`src/design/ltw_pkg.sv`:
```
`timescale 1ns / 1ps
// ----------------------------------------------------------------------------
// ltw_pkg
// Types and constants shared by the character display text writer.
// ----------------------------------------------------------------------------
package ltw_pkg;

    localparam logic [5:0] MAX_COLUMNS = 6'd40;

    localparam logic [7:0] CMD_CLEAR = 8'h01;
    localparam logic [7:0] CHAR_CR   = 8'd13;
    localparam logic [7:0] CHAR_LF   = 8'd10;
    localparam logic [7:0] CHAR_NUL  = 8'd0;

    localparam logic [1:0] MODE_CHAR  = 2'd0;
    localparam logic [1:0] MODE_MOVE  = 2'd1;
    localparam logic [1:0] MODE_CLEAR = 2'd2;

    localparam logic [2:0] CFG_ROWS    = 3'd0;
    localparam logic [2:0] CFG_COLUMNS = 3'd1;
    localparam logic [2:0] CFG_LINE0   = 3'd2;
    localparam logic [2:0] CFG_LINE1   = 3'd3;
    localparam logic [2:0] CFG_LINE2   = 3'd4;
    localparam logic [2:0] CFG_LINE3   = 3'd5;

    typedef struct packed {
        logic [2:0]      rows;
        logic [5:0]      columns;
        logic [3:0][7:0] line_cmd;
    } cfg_t;

    typedef struct packed {
        logic [1:0] line_index;
        logic [5:0] column_pointer;
        logic [7:0] written_count;
    } cursor_t;

    // Up to three bytes per item, each sent as two nibbles.
    typedef struct packed {
        logic            refused;
        logic [1:0]      count;
        logic [2:0][7:0] bytes;
        logic [2:0]      rs;
    } job_t;

endpackage

```
`src/design/ltw_step.sv`:
```
`timescale 1ns / 1ps
// ----------------------------------------------------------------------------
// ltw_step
// Works out the bytes to send for one item and the cursor state it leaves.
// ----------------------------------------------------------------------------
module ltw_step
    import ltw_pkg::*;
(
    input  cfg_t       cfg,
    input  cursor_t    cur,
    input  logic [1:0] mode,
    input  logic [7:0] char_code,
    input  logic       string_start,
    input  logic [1:0] row,
    input  logic [5:0] column,
    output cursor_t    cur_next,
    output job_t       job
);

    logic [5:0] cols;
    logic [8:0] screen_size;
    logic [8:0] total;
    logic       brk;

    assign cols        = (cfg.columns > MAX_COLUMNS) ? MAX_COLUMNS : cfg.columns;
    assign screen_size = 9'(cols) * 9'(cfg.rows);
    assign total       = 9'(row) * 9'(cols) + 9'(column);
    assign brk         = (char_code == CHAR_CR) || (char_code == CHAR_LF);

    always_comb begin
        cursor_t    c;
        job_t       j;
        logic [1:0] li_new;
        c      = cur;
        j      = '0;
        li_new = '0;
        unique case (mode)
            MODE_CHAR: begin
                if (string_start && (9'(cur.written_count) >= screen_size)) begin
                    j.bytes[j.count] = CMD_CLEAR;
                    j.rs[j.count]    = 1'b0;
                    j.count          = j.count + 2'd1;
                    c                = '0;
                end
                if (char_code != CHAR_NUL) begin
                    if (brk || (c.column_pointer >= cols)) begin
                        li_new           = c.line_index + 2'd1;
                        c.column_pointer = '0;
                        c.line_index     = li_new;
                        j.bytes[j.count] = cfg.line_cmd[li_new];
                        j.rs[j.count]    = 1'b0;
                        j.count          = j.count + 2'd1;
                    end
                    if (!brk) begin
                        j.bytes[j.count] = char_code;
                        j.rs[j.count]    = 1'b1;
                        j.count          = j.count + 2'd1;
                        c.column_pointer = c.column_pointer + 6'd1;
                        if (c.written_count != 8'hFF) begin
                            c.written_count = c.written_count + 8'd1;
                        end
                    end
                end
            end
            MODE_MOVE: begin
                if ((3'(row) >= cfg.rows) || (column >= cols)) begin
                    j.refused = 1'b1;
                end else begin
                    c.line_index     = row;
                    c.column_pointer = column;
                    c.written_count  = (total > 9'd255) ? 8'hFF : total[7:0];
                    j.bytes[0]       = cfg.line_cmd[row] + {2'b00, column};
                    j.rs[0]          = 1'b0;
                    j.count          = 2'd1;
                end
            end
            MODE_CLEAR: begin
                j.bytes[0] = CMD_CLEAR;
                j.rs[0]    = 1'b0;
                j.count    = 2'd1;
                c          = '0;
            end
            default: begin
            end
        endcase
        cur_next = c;
        job      = j;
    end

endmodule

```
`src/design/ltw_serializer.sv`:
```
`timescale 1ns / 1ps
// ----------------------------------------------------------------------------
// ltw_serializer
// Holds one item's bytes and hands them out one nibble per transfer.
// ----------------------------------------------------------------------------
module ltw_serializer
    import ltw_pkg::*;
(
    input  logic       aclk,
    input  logic       aresetn,
    input  logic       load,
    input  job_t       job_in,
    output logic       load_ready,
    output logic       m_valid,
    input  logic       m_ready,
    output logic       m_kind,
    output logic [3:0] m_nibble,
    output logic       m_register_select,
    output logic       m_last
);

    job_t       job_reg;
    logic       valid_reg;
    logic [2:0] pos_reg;
    logic [7:0] cur_byte;
    logic       done;
    logic       empty_job;

    assign cur_byte  = job_reg.bytes[pos_reg[2:1]];
    assign empty_job = (job_in.count == 2'd0) && !job_in.refused;

    assign m_valid           = valid_reg;
    assign m_kind            = job_reg.refused;
    assign m_nibble          = job_reg.refused ? 4'h0
                             : (pos_reg[0] ? cur_byte[3:0] : cur_byte[7:4]);
    assign m_register_select = !job_reg.refused && job_reg.rs[pos_reg[2:1]];
    assign m_last            = job_reg.refused || (pos_reg == {job_reg.count, 1'b0} - 3'd1);

    assign done       = valid_reg && m_ready && m_last;
    assign load_ready = !valid_reg || done;

    always_ff @(posedge aclk) begin
        if (!aresetn) begin
            valid_reg <= 1'b0;
            pos_reg   <= '0;
        end else if (load && !empty_job) begin
            valid_reg <= 1'b1;
            pos_reg   <= '0;
        end else if (done) begin
            valid_reg <= 1'b0;
        end else if (valid_reg && m_ready) begin
            pos_reg <= pos_reg + 3'd1;
        end
    end

    // Payload only: loaded with each new item.
    always_ff @(posedge aclk) begin
        if (load) begin
            job_reg <= job_in;
        end
    end

    a_pos_in_range: assert property (@(posedge aclk) disable iff (!aresetn)
        valid_reg && !job_reg.refused |-> pos_reg < {job_reg.count, 1'b0})
        else $error("nibble position beyond the held bytes");

    a_refused_single: assert property (@(posedge aclk) disable iff (!aresetn)
        valid_reg && job_reg.refused |-> pos_reg == 3'd0)
        else $error("refusal result advanced past its only transfer");

    a_job_not_empty: assert property (@(posedge aclk) disable iff (!aresetn)
        valid_reg |-> (job_reg.count != 2'd0) || job_reg.refused)
        else $error("empty item held for output");

    a_continue: assert property (@(posedge aclk) disable iff (!aresetn)
        valid_reg && m_ready && !m_last |=> valid_reg && (pos_reg == $past(pos_reg) + 3'd1))
        else $error("item dropped before its last nibble");

endmodule

```
`src/design/char_lcd_text_writer.sv`:
```
`timescale 1ns / 1ps
// ----------------------------------------------------------------------------
// char_lcd_text_writer
// Text writer for a character display on a 4-bit bus.
// ----------------------------------------------------------------------------
// Items enter on the s_ channel (valid/ready): write a character, move the
// cursor or clear the display. Each item yields zero to six results on the
// m_ channel: nibble strobes, high nibble first, with register select 0 for
// commands and 1 for characters, or a single refusal for an out-of-range
// cursor move. m_last marks an item's final result.
// The cursor state is updated on the input transfer; the first result is
// offered in the next cycle. The nibble serialiser gives one result per
// cycle while m_ready is high, and the next item is taken in the cycle that
// the previous item's last result transfers. Items that cause no result are
// accepted without occupying the output. When the receiver holds m_ready
// low, the current result is held and s_ready falls until the last result
// of the held item has transferred. Reset (aresetn low, synchronous) empties
// the output, homes the cursor, zeroes the character count and loads the
// default register values. Registers are to be written by the user through
// cfg_wr_en / cfg_index / cfg_wdata only while idle; the block does not enforce it.
// ----------------------------------------------------------------------------
module char_lcd_text_writer
    import ltw_pkg::*;
(
    input  logic       aclk,
    input  logic       aresetn,
    input  logic       cfg_wr_en,
    input  logic [2:0] cfg_index,
    input  logic [7:0] cfg_wdata,
    input  logic       s_valid,
    output logic       s_ready,
    input  logic [1:0] s_mode,
    input  logic [7:0] s_char_code,
    input  logic       s_string_start,
    input  logic [1:0] s_row,
    input  logic [5:0] s_column,
    output logic       m_valid,
    input  logic       m_ready,
    output logic       m_kind,
    output logic [3:0] m_nibble,
    output logic       m_register_select,
    output logic       m_last
);

    cfg_t    cfg_reg;
    cursor_t cur_reg;
    cursor_t cur_next;
    job_t    job;
    logic    load_ready;
    logic    accept;

    assign s_ready = load_ready;
    assign accept  = s_valid && load_ready;

    always_ff @(posedge aclk) begin
        if (!aresetn) begin
            cfg_reg.rows        <= 3'd2;
            cfg_reg.columns     <= 6'd16;
            cfg_reg.line_cmd[0] <= 8'd128;
            cfg_reg.line_cmd[1] <= 8'd192;
            cfg_reg.line_cmd[2] <= 8'd148;
            cfg_reg.line_cmd[3] <= 8'd212;
        end else if (cfg_wr_en) begin
            unique case (cfg_index)
                CFG_ROWS:    cfg_reg.rows        <= cfg_wdata[2:0];
                CFG_COLUMNS: cfg_reg.columns     <= cfg_wdata[5:0];
                CFG_LINE0:   cfg_reg.line_cmd[0] <= cfg_wdata;
                CFG_LINE1:   cfg_reg.line_cmd[1] <= cfg_wdata;
                CFG_LINE2:   cfg_reg.line_cmd[2] <= cfg_wdata;
                CFG_LINE3:   cfg_reg.line_cmd[3] <= cfg_wdata;
                default: begin
                end
            endcase
        end
    end

    always_ff @(posedge aclk) begin
        if (!aresetn) begin
            cur_reg <= '0;
        end else if (accept) begin
            cur_reg <= cur_next;
        end
    end

    ltw_step u_step (
        .cfg          (cfg_reg),
        .cur          (cur_reg),
        .mode         (s_mode),
        .char_code    (s_char_code),
        .string_start (s_string_start),
        .row          (s_row),
        .column       (s_column),
        .cur_next     (cur_next),
        .job          (job)
    );

    ltw_serializer u_serializer (
        .aclk              (aclk),
        .aresetn           (aresetn),
        .load              (accept),
        .job_in            (job),
        .load_ready        (load_ready),
        .m_valid           (m_valid),
        .m_ready           (m_ready),
        .m_kind            (m_kind),
        .m_nibble          (m_nibble),
        .m_register_select (m_register_select),
        .m_last            (m_last)
    );

endmodule

```
`config.mk`:
```
export PLATFORM = sky130hd
export DESIGN_NAME = char_lcd_text_writer
export DESIGN_NICKNAME = d
export VERILOG_FILES = /design/src/design/ltw_pkg.sv /design/src/design/ltw_step.sv /design/src/design/ltw_serializer.sv /design/src/design/char_lcd_text_writer.sv
export SDC_FILE = /design/constraint.sdc
export NUM_CORES = 1
export LEC_CHECK = 0
export BUFFER_PORTS_ARGS = -buffer_cell sky130_fd_sc_hd__buf_2
export CORE_MARGIN = 4
export CORE_UTILIZATION = 35
export CTS_BUF_LIST = sky130_fd_sc_hd__clkbuf_2 sky130_fd_sc_hd__clkbuf_4 sky130_fd_sc_hd__clkbuf_8
export DETAILED_ROUTE_END_ITERATION = 10
export GPL_TIMING_DRIVEN = 0
export PLACE_DENSITY_LB_ADDON = 0.15
export SLEW_MARGIN = 40
export SYNTH_ARGS = -nofsm -noshare
export SYNTH_HDL_FRONTEND = slang
export SYNTH_SLANG_ARGS = --single-unit
```
`constraint.sdc`:
```
create_clock -name aclk -period 9 [get_ports aclk]
set_input_delay 1.8 -clock aclk [delete_from_list [all_inputs] [get_ports aclk]]
set_output_delay 1.8 -clock aclk [all_outputs]
set_load 0.01 [all_outputs]
```
==> flow_metrics.py <==
metrics = {
    "outcome": {
        "status": "finished, final reports clean",
    },
    "logic_synthesis": {
        "syn_nets": 886,
        "ys_top_cells_by_count": "124 x nand2_1, 61 x dfxtp_1, 52 x ha_1",
        "synthCells": 787,
        "synthArstFlopShare_pct": 0,
        "synth_xor_area_share_pct": 1.91,
        "synthSimpleGateAreaFrac_pct": 19.7,
        "netlist.area_leader.share_pct": 17.8,
        "synth.avg_cell_area_um2": 8.74,
        "yosysMostFrequentCell": "nand2_1",
        "ys_seq_area_share_pct": 30.8,
        "ys_ff_latch": 91,
        "synth_top_family_by_area": "compound AO/OA/AOI/OAI gates",
        "synth_cell_types": 73,
        "synth_fa_ha_area_share_pct": 13.0,
        "synth-compound-area-share_pct": 21.9,
        "synthTopCellsByArea": "dfxtp_1 18%, edfxtp_1 13%, ha_1 9.5%",
        "synthFlopType": "dfxtp_1",
        "synthMuxAreaShare_pct": 7.77,
        "yosys_warnings": 0,
        "synth_largest_area_cell": "dfxtp_1",
        "synth_edf_count": 30,
        "netlist_area_mm2": 0.00688,
    },
    "clock_tree": {
        "post-cts-setup-buffers": 0,
        "cts_resized": 0,
        "hold_buffers": 0,
        "cts_made_buffers": 9,
        "clk_latency_ps": 380,
        "numClockSinks": 91,
        "cts_tree": "built",
        "clock_path_buffers": 2,
        "root_buffer": "clkbuf_8",
        "clk_pin_slew_worst_paths_ps": 100,
        "htreeDepth": 3,
    },
    "setup_path": {
        "crit_required_ps": 9140,
        "r2r_slack_ps": 1330,
        "worst_setup_path_start_kind": "flop",
        "end_kind": "flop",
        "path_class": "flop to flop",
        "crit_path_max_fanout": 10,
        "arrival_ps": 7810,
        "r2r_cells": 26,
        "r2r-end": "u_serializer.job_reg[7]",
        "reg2reg_from": "cfg_reg[36]",
    },
    "power": {
        "p_per_area_mw_per_mm2": 130,
        "leakage_nw": 3.20,
        "max-vdd-ir-drop_v": 0.0000733,
        "p_total_w": 0.000990,
    },
    "die": {
        "io_pins": 44,
        "num_rows": 51,
        "die_w_um": 148,
        "start_util_pct": 35.5,
        "die_y_um": 148,
        "die_area_mm2": 0.0220,
        "core_area_mm2": 0.0194,
    },
    "finish": {
        "fin_nets": 937,
        "n_antenna_cell": 0,
        "largest_reg_flops": 41,
        "drive_above_1_share_pct": 11.3,
        "syn2layout_area_growth_pct": 10.6,
        "fillers": 2042,
    },
    "routing": {
        "drt-initial-drc-count": 432,
        "ant_nets": 0,
        "drt_first_pass_iters": 5,
        "drc_errors": 0,
        "vias_per_cell": 5.31,
        "routed_wl_mm": 20.2,
        "vias": 5880,
        "wl_per_cell_um": 18.2,
    },
    "timing": {
        "layout_setup_ws_ps": 1330,
        "timing.fmax_mhz": 130,
        "fin_crit_sh_pct": 85.2,
        "timing.final.crit_period_ps": 7670,
        "slew_violations": 0,
        "timing.hold.ws_ps": 496,
        "finalSetupTns_ps": 0,
        "hold_viol": 0,
        "rsz0062_at_grt": "false",
        "worstMarginPinSlew_ps": 788,
        "setup_viol_count_final": 0,
        "fin_worst_skew_ps": 13.4,
        "slew_headroom_pct": 47.5,
    },
    "min_path": {
        "hp-class": "flop to flop",
        "whs_path_depth": 2,
        "min_to": "cfg_reg[28]",
        "hold_start": "cfg_reg[28]",
    },
    "global_routing": {
        "grtUsageTotal_pct": 18.6,
        "grt_pass1_vias": 5522,
        "antenna_found_initial": 0,
        "grt_pass1_wl_mm": 32.0,
        "grt.overflow.total": 0,
        "grt_max_degree": 35,
    },
    "job": {
        "drv_cap": 0,
    },
    "placed_design": {
        "routabilityCongestion": 0.861,
        "io_buffers": 40,
        "place_ws_ps": 1310,
        "dp_hpwl_mm": 15.9,
    },
}
==> cell families (layout without fill, tap and decap cells) <==
kind of cell    count (synthesis)  in the layout
flops                          91             91
xor+xnor                       15             15
mux                            38             38
buf+inv                        84            140
fa+ha+maj                      64             64
simple gates                  280            280
compound gates                215            215
==> worst max-delay path, cell delays in order, from the launching register on <==
cell and delay, ps:
dfxtp_1 350, o21ai_0 490, clkbuf_1 390, nand2_1 200
nor2_1 170, fa_1 440, ha_1 240, fa_1 420
a211oi_1 280, o21ai_0 190, ha_1 320, a21o_1 180
a221oi_1 340, o21ai_1 260, nand2_1 130, buf_2 210
clkbuf_1 430, and2_1 210, ha_1 240, a21oi_1 170
o21ai_0 200, a211oi_4 430, ha_1 320, and3_1 170
clkbuf_1 280, a22oi_1 140, o32ai_1 230
==> cells in the final DEF (no fill, tap or decap), types with 10 or more instances in the layout <==
master / n
nand2_1: 124
dfxtp_1: 61
ha_1: 52
buf_2: 47
inv_1: 43
a21oi_1: 40
nor2_1: 35
nand3_1: 30
edfxtp_1: 30
o21ai_0: 28
clkbuf_1: 25
a21boi_0: 25
mux2i_1: 23
and2_1: 21
and3_1: 19
a21o_1: 16
nor2b_1: 13
a22oi_1: 13
mux4_2: 12
fa_1: 12
a31oi_1: 11
clkbuf_8: 10
==> worst max-delay path by stage <==
stage | from | to | slack, ps
after floorplan | cfg_reg[35] | cur_reg[10] | 2710
after global placement | cfg_reg[36] | u_serializer.job_reg[7] | 1280
after detailed placement | cfg_reg[36] | u_serializer.job_reg[7] | 1310
after CTS | cfg_reg[36] | u_serializer.job_reg[7] | 1250
after global routing | cfg_reg[36] | u_serializer.job_reg[7] | 560
final | cfg_reg[36] | u_serializer.job_reg[7] | 1330
==> report_power, final <==
part | internal, W | total [W] | switching, W
Sequential | 0.000451 | 0.000469 | 0.0000183
Combinational | 0.0000904 | 0.000238 | 0.000148
Clock | 0.000113 | 0.000283 | 0.000169
==> routing by layer <==
metal  share of wire, %  global-route usage (%)  vias to the layer above
met3                3.3                    2.04                       12
met5                  0                       0                        -
li1                   -                       -                     2957
met4               0.89                    3.93                        0
met1                 51                    27.9                     2803
met2                 44                    29.1                      108
==> cell type report <==
| class | instances | area (µm²) | share of cell area [%] |
|---|---|---|---|
| Clock buffer | 10 | 138 | 1.81 |
| Tap cell | 265 | 332 | 4.36 |
| Sequential cell | 91 | 2120 | 27.9 |
| Multi-Input combinational cell | 612 | 4430 | 58.2 |
| Buffer | 40 | 170 | 2.24 |
| Inverter | 44 | 165 | 2.17 |
| Clock inverter | 6 | 51.3 | 0.674 |
| Timing Repair Buffer | 40 | 200 | 2.63 |
==> stage by stage <==
step | instance area, µm² | cells | utilization [%]
after floorplan | 6880 | 787 | -
after global placement | 7410 | 1092 | 38.2
after detailed placement | 7420 | 1092 | 38.2
after CTS | 7610 | 1108 | 39.2
after global routing | 7610 | 1108 | 39.2
final | 7610 | 1108 | 39.2
No activity file was read; power rests on OpenSTA's default activity.
